==> src/sv/kset_pkg.sv <==
package kset_pkg;

  localparam int unsigned KeysDefault = 64;
  localparam int unsigned KeyW        = 6;

  // Input item kinds
  typedef enum logic [1:0] {
    KIND_REPORT = 2'd0,
    KIND_TICK   = 2'd1,
    KIND_QUERY  = 2'd2,
    KIND_NONE   = 2'd3
  } kind_t;

  typedef enum logic [1:0] {
    ST_RELEASED      = 2'd0,
    ST_JUST_PRESSED  = 2'd1,
    ST_PRESSED       = 2'd2,
    ST_JUST_RELEASED = 2'd3
  } key_state_t;

  typedef enum logic [1:0] {
    ACT_RELEASE = 2'd0,
    ACT_PRESS   = 2'd1,
    ACT_REPEAT  = 2'd2,
    ACT_NONE    = 2'd3
  } action_t;

  localparam logic RK_EVENT = 1'b0;
  localparam logic RK_QUERY = 1'b1;

  typedef enum logic [2:0] {
    CS_IDLE,
    CS_SWEEP,
    CS_FLUSH,
    CS_FINISH,
    CS_QUERY
  } ctrl_state_t;

  typedef struct packed {
    logic report_wr;
    logic query_rd;
    logic sweep_init;
    logic sweep_rd;
    logic finish;
    logic query_out;
  } ctl_cmd_t;

  typedef struct packed {
    logic sweep_last;
  } dp_status_t;

  function automatic key_state_t next_key_state(key_state_t st, action_t p);
    key_state_t nw;
    unique case (st)
      ST_RELEASED:      nw = (p == ACT_PRESS) ? ST_JUST_PRESSED : ST_RELEASED;
      ST_JUST_PRESSED:  nw = (p == ACT_PRESS || p == ACT_NONE) ? ST_PRESSED
                                                               : ST_JUST_PRESSED;
      ST_PRESSED:       nw = (p == ACT_RELEASE) ? ST_JUST_RELEASED : ST_PRESSED;
      default:          nw = (p == ACT_RELEASE || p == ACT_NONE) ? ST_RELEASED
                                                                 : ST_JUST_RELEASED;
    endcase
    return nw;
  endfunction

endpackage

==> src/sv/key_state_edge_tracker_top.sv <==
// Channel  | Ports                                   | Handshake
// ---------+-----------------------------------------+--------------------------------
// input    | kind, key_index, action                 | taken when start && !busy
// result   | result_kind, result_key, key_state, last| one cycle each, on result_valid
//
// A report leaves busy low. A query holds busy for one cycle; its answer is on the
// result ports in the cycle after that, when busy is low again. A tick holds busy in
// the sweep, flush and finish states: the sweep reads one key a cycle from the state
// and pending stores; each event waits for the next changed key or the end of the
// sweep, so the final one, with last set, comes in the first cycle after busy drops.
// Reset is synchronous and clears every key to released with no pending action.
// The receiver cannot stall; results are never held.
module key_state_edge_tracker_top #(
  parameter int unsigned KEYS = kset_pkg::KeysDefault
) (
  input  logic                      clk,
  input  logic                      rst,
  input  logic                      start,
  output logic                      busy,
  input  logic [1:0]                kind,
  input  logic [kset_pkg::KeyW-1:0] key_index,
  input  logic [1:0]                action,
  output logic                      result_valid,
  output logic                      result_kind,
  output logic [kset_pkg::KeyW-1:0] result_key,
  output logic [1:0]                key_state,
  output logic                      last
);

  kset_pkg::ctl_cmd_t   cmd;
  kset_pkg::dp_status_t status;

  kset_ctrl u_ctrl (
    .clk    (clk),
    .rst    (rst),
    .start  (start),
    .kind   (kind),
    .status (status),
    .cmd    (cmd),
    .busy   (busy)
  );

  kset_datapath #(
    .KEYS (KEYS)
  ) u_datapath (
    .clk          (clk),
    .rst          (rst),
    .cmd          (cmd),
    .key_index    (key_index),
    .action       (action),
    .status       (status),
    .result_valid (result_valid),
    .result_kind  (result_kind),
    .result_key   (result_key),
    .key_state    (key_state),
    .last         (last)
  );

endmodule

==> src/sv/kset_ctrl.sv <==
module kset_ctrl (
  input  logic                  clk,
  input  logic                  rst,
  input  logic                  start,
  input  logic [1:0]            kind,
  input  kset_pkg::dp_status_t  status,
  output kset_pkg::ctl_cmd_t    cmd,
  output logic                  busy
);

  kset_pkg::ctrl_state_t state, state_next;
  logic                  accept;

  assign accept = start && (state == kset_pkg::CS_IDLE);

  always_ff @(posedge clk) begin
    if (rst) begin
      state <= kset_pkg::CS_IDLE;
    end else begin
      state <= state_next;
    end
  end

  always_comb begin
    state_next = state;
    unique case (state)
      kset_pkg::CS_IDLE: begin
        if (accept && kind == kset_pkg::KIND_TICK) begin
          state_next = kset_pkg::CS_SWEEP;
        end else if (accept && kind == kset_pkg::KIND_QUERY) begin
          state_next = kset_pkg::CS_QUERY;
        end
      end
      kset_pkg::CS_SWEEP: begin
        if (status.sweep_last) begin
          state_next = kset_pkg::CS_FLUSH;
        end
      end
      kset_pkg::CS_FLUSH:  state_next = kset_pkg::CS_FINISH;
      kset_pkg::CS_FINISH: state_next = kset_pkg::CS_IDLE;
      kset_pkg::CS_QUERY:  state_next = kset_pkg::CS_IDLE;
      default:             state_next = kset_pkg::CS_IDLE;
    endcase
  end

  always_comb begin
    cmd  = '0;
    busy = 1'b1;
    unique case (state)
      kset_pkg::CS_IDLE: begin
        busy           = 1'b0;
        cmd.report_wr  = accept && kind == kset_pkg::KIND_REPORT;
        cmd.query_rd   = accept && kind == kset_pkg::KIND_QUERY;
        cmd.sweep_init = accept && kind == kset_pkg::KIND_TICK;
      end
      kset_pkg::CS_SWEEP:  cmd.sweep_rd  = 1'b1;
      kset_pkg::CS_FLUSH:  cmd           = '0;
      kset_pkg::CS_FINISH: cmd.finish    = 1'b1;
      kset_pkg::CS_QUERY:  cmd.query_out = 1'b1;
      default:             cmd           = '0;
    endcase
  end

endmodule

==> src/sv/kset_datapath.sv <==
module kset_datapath #(
  parameter int unsigned KEYS = kset_pkg::KeysDefault
) (
  input  logic                        clk,
  input  logic                        rst,
  input  kset_pkg::ctl_cmd_t          cmd,
  input  logic [kset_pkg::KeyW-1:0]   key_index,
  input  logic [1:0]                  action,
  output kset_pkg::dp_status_t        status,
  output logic                        result_valid,
  output logic                        result_kind,
  output logic [kset_pkg::KeyW-1:0]   result_key,
  output logic [1:0]                  key_state,
  output logic                        last
);

  localparam int unsigned AW = (KEYS > 1) ? $clog2(KEYS) : 1;
  localparam logic [AW-1:0] LastKey = AW'(KEYS - 1);

  // Key state and pending action stores; an entry whose valid bit is clear
  // reads as released / none.
  logic [1:0]      state_mem [KEYS];
  logic [1:0]      pend_mem  [KEYS];
  logic [KEYS-1:0] state_vld;
  logic [KEYS-1:0] pend_vld;

  logic            key_in_range;
  logic [AW-1:0]   in_addr;
  logic [AW-1:0]   cnt;
  logic [AW-1:0]   rd_addr;

  logic [1:0]      st_rd;
  logic            st_rd_vld;
  logic [1:0]      pend_rd;
  logic            pend_rd_vld;

  logic            s1_valid;
  logic [AW-1:0]   s1_key;

  logic            q_in_range;
  logic [kset_pkg::KeyW-1:0] q_key;

  logic            hold_valid;
  logic [AW-1:0]   hold_key;
  logic [1:0]      hold_state;

  kset_pkg::key_state_t old_st, new_st;
  kset_pkg::action_t    pend_act;
  logic                 changed;

  assign key_in_range = ({1'b0, key_index} < (kset_pkg::KeyW + 1)'(KEYS));
  assign in_addr      = key_index[AW-1:0];
  assign rd_addr      = cmd.query_rd ? in_addr : cnt;
  assign status.sweep_last = (cnt == LastKey);

  assign old_st   = st_rd_vld ? kset_pkg::key_state_t'(st_rd) : kset_pkg::ST_RELEASED;
  assign pend_act = pend_rd_vld ? kset_pkg::action_t'(pend_rd) : kset_pkg::ACT_NONE;
  assign new_st   = kset_pkg::next_key_state(old_st, pend_act);
  assign changed  = (new_st != old_st);

  // Memory ports
  always_ff @(posedge clk) begin
    st_rd   <= state_mem[rd_addr];
    pend_rd <= pend_mem[cnt];
    if (cmd.report_wr && key_in_range) begin
      pend_mem[in_addr] <= action;
    end
    if (s1_valid) begin
      state_mem[s1_key] <= new_st;
    end
  end

  always_ff @(posedge clk) begin
    if (rst) begin
      state_vld   <= '0;
      pend_vld    <= '0;
      st_rd_vld   <= 1'b0;
      pend_rd_vld <= 1'b0;
    end else begin
      st_rd_vld   <= state_vld[rd_addr];
      pend_rd_vld <= pend_vld[cnt];
      if (cmd.report_wr && key_in_range) begin
        pend_vld[in_addr] <= 1'b1;
      end
      // Drop the pending action once the sweep has read it
      if (cmd.sweep_rd) begin
        pend_vld[cnt] <= 1'b0;
      end
      if (s1_valid) begin
        state_vld[s1_key] <= 1'b1;
      end
    end
  end

  always_ff @(posedge clk) begin
    if (rst) begin
      cnt      <= '0;
      s1_valid <= 1'b0;
    end else begin
      s1_valid <= cmd.sweep_rd;
      if (cmd.sweep_init) begin
        cnt <= '0;
      end else if (cmd.sweep_rd && !status.sweep_last) begin
        cnt <= cnt + AW'(1);
      end
    end
  end

  always_ff @(posedge clk) begin
    s1_key <= cnt;
    if (cmd.query_rd) begin
      q_key      <= key_index;
      q_in_range <= key_in_range;
    end
  end

  // One event is held back so the final one of a sweep can carry last
  always_ff @(posedge clk) begin
    if (rst) begin
      hold_valid   <= 1'b0;
      result_valid <= 1'b0;
    end else begin
      result_valid <= 1'b0;
      if (cmd.sweep_init) begin
        hold_valid <= 1'b0;
      end else if (s1_valid && changed) begin
        hold_valid   <= 1'b1;
        result_valid <= hold_valid;
      end else if (cmd.finish) begin
        hold_valid   <= 1'b0;
        result_valid <= hold_valid;
      end else if (cmd.query_out) begin
        result_valid <= 1'b1;
      end
    end
  end

  always_ff @(posedge clk) begin
    if (s1_valid && changed) begin
      hold_key   <= s1_key;
      hold_state <= new_st;
    end
    if ((s1_valid && changed) || cmd.finish) begin
      result_kind <= kset_pkg::RK_EVENT;
      result_key  <= kset_pkg::KeyW'(hold_key);
      key_state   <= hold_state;
      last        <= cmd.finish;
    end else if (cmd.query_out) begin
      result_kind <= kset_pkg::RK_QUERY;
      result_key  <= q_key;
      key_state   <= (q_in_range && st_rd_vld) ? st_rd : kset_pkg::ST_RELEASED;
      last        <= 1'b1;
    end
  end

endmodule

==> config.mk <==
export PLATFORM = sky130hd
export DESIGN_NAME = key_state_edge_tracker_top
export DESIGN_NICKNAME = d
export VERILOG_FILES = /design/src/sv/kset_pkg.sv /design/src/sv/key_state_edge_tracker_top.sv /design/src/sv/kset_ctrl.sv /design/src/sv/kset_datapath.sv
export SDC_FILE = /design/constraint.sdc
export NUM_CORES = 1
export LEC_CHECK = 0
export ABC_CLOCK_PERIOD_IN_PS = 9200
export BUFFER_PORTS_ARGS = -buffer_cell sky130_fd_sc_hd__buf_4
export CAP_MARGIN = 25
export CELL_PAD_IN_SITES_DETAIL_PLACEMENT = 1
export CELL_PAD_IN_SITES_GLOBAL_PLACEMENT = 2
export CORE_MARGIN = 5
export CORE_UTILIZATION = 44
export DETAILED_ROUTE_END_ITERATION = 16
export PLACE_DENSITY = 0.93
export SETUP_SLACK_MARGIN = 0.5
export SKIP_LAST_GASP = 1
export SLEW_MARGIN = 20
export SYNTH_ARGS = -nofsm -noshare
export SYNTH_HDL_FRONTEND = slang
export SYNTH_SLANG_ARGS = --single-unit
==> constraint.sdc <==
create_clock -name clk -period 9.2 [get_ports clk]
set_clock_uncertainty 0.1 [all_clocks]
set_input_delay 0.92 -clock clk [delete_from_list [all_inputs] [get_ports clk]]
set_output_delay 0.92 -clock clk [all_outputs]
set_load 0.05 [all_outputs]
### After elaboration in Yosys (flattened, before gate mapping)

Memory sizes are Yosys's and may differ from the RTL's. A register that Yosys moved wholly into a read port is not among the register bits.
Cells that the tools add are included.

| word-level totals | value |
|---|---|
| register bits | 172 |
| memory bits (writable) | 256 |
| input port bits | 13 |
| output and inout port bits | 12 |
| word-level logic and storage cells | 111 |
| memories kept | 2 |

Memories:

| name | words | bits a word | rd ports | clocked after memory_dff | wr ports | line | text |
|---|---|---|---|---|---|---|---|
| u_datapath.pend_mem | 64 | 2 | 1 | 1 | 1 | kset_datapath.sv:23 | `logic [1:0] pend_mem [KEYS];` |
| u_datapath.state_mem | 64 | 2 | 1 | 1 | 1 | kset_datapath.sv:22 | `logic [1:0] state_mem [KEYS];` |

| cells by class | value |
|---|---|
| add/sub/neg operators | 1 |
| magnitude comparators | 7 |
| eq/ne operators | 14 |
| multiplexer cells | 45 |
| bitwise logic cells | 4 |
| reduce and logical (&&, ||, !) cells | 21 |

Operators with widths:

| kind | count |
|---|---|
| 64-bit 2-to-1 mux | 3 |
| 64-bit OR | 2 |
| 64-bit bitwise AND | 1 |
| 64-bit NOT | 1 |
| 6-bit by 7-bit < comparator with 1-bit output, second input constant | 4 |
| 1-bit 2-to-1 mux | 22 |
| 1-bit demux with 6-bit select | 3 |
| 6-bit by 1-bit greater-or-equal comparator with 1-bit output, second input constant | 3 |
| 6-bit 2-to-1 mux | 3 |
| 1-bit binary-select mux with 6-bit select | 2 |
| 2-bit 2-to-1 mux | 6 |
| 3-bit 2-to-1 mux | 4 |
| 1-bit logical AND | 9 |
| 3-bit case mux with 3 select lines | 1 |
| 6-bit by 1-bit adder with 6-bit output, second input constant | 1 |
| 2-bit by 1-bit equality test with 1-bit output, second input constant | 3 |
| 2-bit equality test, second input constant | 3 |
| 3-bit by 2-bit equality test with 1-bit output, second input constant | 2 |
| 6-bit equality test, second input constant | 1 |
| 2-bit zero test | 3 |
| 2-bit case mux with 3 select lines | 1 |
| 2-bit nonzero test | 2 |
| 3-bit by 1-bit equality test with 1-bit output, second input constant | 1 |
| 3-bit equality test, second input constant | 1 |
| 8 further kinds | 10 |

### Longest topological paths before layout

| depth | value |
|---|---|
| word-level depth | 9 |
| mapped depth | 12 |
| depth with buffers taken out | 11 |

### Cells and area by module

Synthesis repeated with hierarchy kept, for this count alone.

| unflattened totals | value |
|---|---|
| cell total of the unflattened synthesis | 1671 |
| area, all modules | 18707.9 sq um |

By module, submodules not included:

| module | instances | cells each | area an instance (sq um) | seq. area each (sq um) |
|---|---|---|---|---|
| kset_datapath | 1 | 1649 | 18522.8 | 11380.9 |
| kset_ctrl | 1 | 22 | 185.2 | 60.1 |

### Worst setup path before layout

Ideal clock, no wire load.

| timing path | value |
|---|---|
| path kind | input port to flip-flop |
| start point | input port kind[0] |
| end point | register u_datapath.st_rd[0] (read register of u_datapath.state_mem) |
| library setup time | 0.134 ns |
| arrival time | 2.866 ns |
| required time | 8.966 ns |
| path slack | 6.099 ns |
| stages | 10 |
| cells stage by stage | nand3b_1 > nor2_4 > mux2_2 > buf_2 > buf_2 > nand2_1 > nand3_1 > nand4_1 > o21ai_1 > mux4_2 |

RTL lines:

| item | line | text |
|---|---|---|
| from (decl) | key_state_edge_tracker_top.sv:20 | `input logic [1:0] kind,` |
| to (decl) | kset_datapath.sv:32 | `logic [1:0] st_rd;` |

### Worst setup path after layout

| timing path | value |
|---|---|
| start point | register u_datapath.pend_rd[0] (read register of u_datapath.pend_mem) |
| end point | register u_datapath.key_state[0], enable pin |

| on the way | value |
|---|---|
| word-level cells in the longest chain between the ends | 9 |

RTL lines:

| item | line | text |
|---|---|---|
| from (decl) | kset_datapath.sv:34 | `logic [1:0] pend_rd;` |
| 2-bit 2-to-1 mux (*) | kset_datapath.sv:57 | `assign pend_act = pend_rd_vld ? kset_pkg::action_t'(pend_rd) : kset_pkg::ACT_NONE;` |
| 2-bit equality test, or another cell as far along | kset_pkg.sv:56, kset_pkg.sv:59 |  |
| 1-bit logical OR, on equally long branches | kset_pkg.sv:59, kset_pkg.sv:56 |  |
| 2-bit 2-to-1 mux, on equally long branches | kset_pkg.sv:59, kset_pkg.sv:56 |  |
| 2-bit case mux with 3 select lines (*) | kset_pkg.sv:54 | `unique case (st)` |
| 2-bit inequality test (*) | kset_datapath.sv:59 | `assign changed = (new_st != old_st);` |
| 1-bit logical AND (*) | kset_datapath.sv:143 | `if ((s1_valid && changed) \|\| cmd.finish) begin` |
| 1-bit logical OR (*) | kset_datapath.sv:143 |  |
| 2-bit nonzero test (no line) (*) | -- |  |
| to (signal assigned) | kset_datapath.sv:146 | `key_state <= hold_state;` |
| to (signal assigned) | kset_datapath.sv:151 | `key_state <= (q_in_range && st_rd_vld) ? st_rd : kset_pkg::ST_RELEASED;` |
| to (decl) | kset_datapath.sv:13 | `output logic [1:0] key_state,` |

Every way passes the cells marked *; elsewhere a longest branch is shown, timed or not.
A chain may end at the register's enable or synchronous reset.

==> results.json <==
{
  "status": "finished clean",
  "crit_family": "simple AND/OR/NAND/NOR gates",
  "rsz0062_at_grt": "false",
  "finalHoldViolations": 0,
  "fin_nets": 1549,
  "setup_violations": 0,
  "area_growth_pct": 12.0,
  "critPathLaunchType": "register",
  "grt_pass1_wl_um": 79000,
  "r2r_start": "u_datapath.pend_rd[0]$_DFF_P_",
  "crit_chain": "nand2b_1 -> inv_1 -> ha_1 -> nand2_1 -> o211ai_1 -> o211ai_1 -> o21a_1 -> o21a_1 -> nor2b_1 -> nand2_1",
  "totalWireLength_um": 51900,
  "clock_latency_ns": 0.59,
  "drv_slew": 0,
  "timing.hold.ws_ns": 0.368,
  "critPathCaptureType": "register",
  "r2r_setup_slack_ns": 5.63,
  "fp.dieW_um": 208,
  "viasPerCell": 6.06,
  "antenna_cells": 0,
  "synth_top_flop_cell": "edfxtp_1",
  "post_drt_wl_per_cell_um": 24.8,
  "ys_seq_area_frac": 0.664,
  "drv_cap": 0,
  "worstHoldPathType": "reg -> reg",
  "mostFrequentLayoutCells": "346 x nor2_1, 279 x edfxtp_1, 175 x nand2_1, 153 x dfxtp_1, 109 x a22oi_1",
  "synth-edff-count": 279,
  "drcViolationCount": 0,
  "crit_type": "reg -> reg",
  "hold_end": "u_datapath.state_vld[37]$_SDFFE_PP0P_",
  "core_area_mm2": 0.0387,
  "antenna_left": 0,
  "tns_ns": 0,
  "rr_endpoint": "u_datapath.key_state[0]$_DFFE_PP_",
  "holdCritStartpoint": "u_datapath.state_vld[37]$_SDFFE_PP0P_",
  "slowest_stage": "nor2b_1",
  "r2r_cells": 10,
  "critPathLaunch": "u_datapath.pend_rd[0]$_DFF_P_",
  "cts_tree": "done",
  "async_flop_share": 0,
  "worstHoldPathCells": 2,
  "drt_pre_antenna_iters": 5,
  "min_period_over_period": 0.388,
  "max_freq_ghz": 0.280,
  "globalplace.congestion": 0.846,
  "required_ns": 9.32,
  "worstPathArrival_ns": 3.69,
  "power_mw": 3.97,
  "synth_seq_cells": 432,
  "path_max_fanout": 13,
  "hold_buffers": 0,
  "grt_pass1_vias": 13000,
  "die-area_mm2": 0.0432,
  "cts_resized": 0,
  "worst_pin_slew_ns": 1.05,
  "p_per_area_mw_per_mm2": 206,
  "synth_nets": 1554,
  "avgSynthCellArea_um2": 11.2,
  "io_buffers": 24,
  "numCtsBuffers": 45,
  "synthCells": 1538,
  "cpPeakStageDelay_ns": 0.81,
  "p_leak_nw": 6.20,
  "antenna_found_initial": 0,
  "syn-cell-area_mm2": 0.0172,
  "chipHeight_um": 208,
  "yosysWarnings": 0,
  "period_minus_slack_ns": 3.57,
  "start_util": 0.445,
  "io_pins": 25,
  "critPathBufInv": 1,
  "htreeDepth": 2,
  "grt.total_usage": 0.233,
  "slew_headroom": 0.303,
  "post-cts-setup-buffer-count": 0,
  "clock_path_buffers": 3,
  "clock_sinks": 432,
  "drive_above_1_share": 0.0949,
  "ir_drop_v": 0.000144,
  "cts_root_buffer": "clkbuf_16",
  "final_common_cell": "nor2_1",
  "place_hpwl_um": 32200,
  "drtIter0Drc": 1273,
  "placementRows": 72,
  "grt_overflow_total": 0,
  "yosysUniqueCellTypes": 56,
  "grt_max_degree": 91,
  "vias": 12700,
  "path_clk_slew_ns": 0.06
}
[sequential cells by signal, summed over array words and instances (netlist names), 6 cells and up]
register / cells
u_datapath.pend_vld: 64
u_datapath.hold_key: 6
u_datapath.cnt: 6
u_datapath.state_mem: 128
u_datapath.q_key: 6
u_datapath.s1_key: 6
u_datapath.state_vld: 64
u_datapath.result_key: 6
u_datapath.pend_mem: 128
[area by class of cell]
| type | instances | area, um^2 |
|---|---|---|
| Sequential cell | 432 | 11400 |
| Clock inverter | 24 | 219 |
| Clock buffer | 60 | 1210 |
| Multi-Input combinational cell | 998 | 5400 |
| Timing Repair Buffer | 45 | 338 |
| Fill cell | 4124 | 19400 |
| Tap cell | 518 | 648 |
| Inverter | 11 | 41.3 |
[stage by stage]
| step | utilization | worst slack, ns | std cells | area (um^2) |
|---|---|---|---|---|
| final | 0.498 | 5.63 | 2088 | 19300 |
| after global routing | 0.498 | 5.43 | 2088 | 19300 |
| after CTS | 0.498 | 5.63 | 2086 | 19300 |
| after detailed placement | 0.461 | 5.20 | 2002 | 17900 |
| after global placement | 0.461 | 5.30 | 2002 | 17900 |
| after floorplan | - | 6.10 | 1538 | 17200 |
[synthesized netlist by cell type (2+ instances only)]
cell,count,area (um^2)
inv_1,10,37.5
a21oi_2,2,17.5
buf_1,7,26.3
or3b_2,3,26.3
ha_1,3,37.5
o21a_1,5,37.5
a211oi_1,63,473
a21oi_1,45,225
a32oi_1,17,149
and2_1,4,25.0
nand3_1,39,195
a221oi_1,6,52.6
and3_1,5,31.3
mux2i_1,7,70.1
edfxtp_1,279,8380
buf_2,13,65.1
a41oi_1,3,26.3
mux4_2,4,90.1
nand2_1,176,661
xor2_1,2,17.5
o21ai_0,13,65.1
a22o_1,8,70.1
nor2b_1,5,31.3
o211ai_1,2,15.0
buf_6,4,45.0
dfxtp_1,153,3060
nor2_1,349,1310
nor3b_1,7,52.6
or3_1,6,37.5
a22oi_1,109,818
nand4_1,53,332
clkbuf_1,72,270
o21ai_1,6,30.0
a32o_1,2,20.0
a31oi_1,3,18.8
and4_1,2,17.5
mux2_2,7,78.8
nand3b_1,10,75.1
nor3_1,7,35.0
and2_0,4,25.0
nand2b_1,4,25.0
nand4b_1,4,35.0
and3b_1,2,17.5
[cell families after synthesis]
kind of cell	share of synthesized area
multiplexers	0.0139
adder cells (fa/ha/maj)	0.00218
flip-flops	0.664
AND/OR/NAND/NOR	0.173
AO/OA/AOI/OAI	0.119
buffers and inverters	0.0264
XOR/XNOR	0.00152
[worst max path at each step]
stage | endpoint | slack [ns] | cells past startpoint
after detailed placement | u_datapath.st_rd[1]$_DFF_P_ | 5.20 | 8
after global routing | u_datapath.result_key[2]$_DFFE_PP_ | 5.43 | 10
final | u_datapath.key_state[0]$_DFFE_PP_ | 5.63 | 10
after global placement | u_datapath.st_rd_vld$_SDFF_PP0_ | 5.30 | 10
after CTS | u_datapath.key_state[1]$_DFFE_PP_ | 5.63 | 10
after floorplan | u_datapath.st_rd[0]$_DFF_P_ | 6.10 | 10
[worst min-delay path, cell delays in order, from the launching register on]
cell and delay, ns:
dfxtp_1 0.32, nor2_1 0.05, nor2_1 0.06
[where the power goes]
group / switching (mW) / internal, mW / total, mW
Clock: 0.772 / 1.02 / 1.79
Combinational: 0.0887 / 0.0278 / 0.116
Sequential: 0.00678 / 2.06 / 2.07
Total: 0.867 / 3.10 / 3.97
[metal layers]
layer  track usage  share of wire
met2         0.368           0.47
met3        0.0536          0.082
met4        0.0630          0.024
met5             0              0
met1         0.328           0.43
Note: power is estimated with default switching activity, not from simulation.
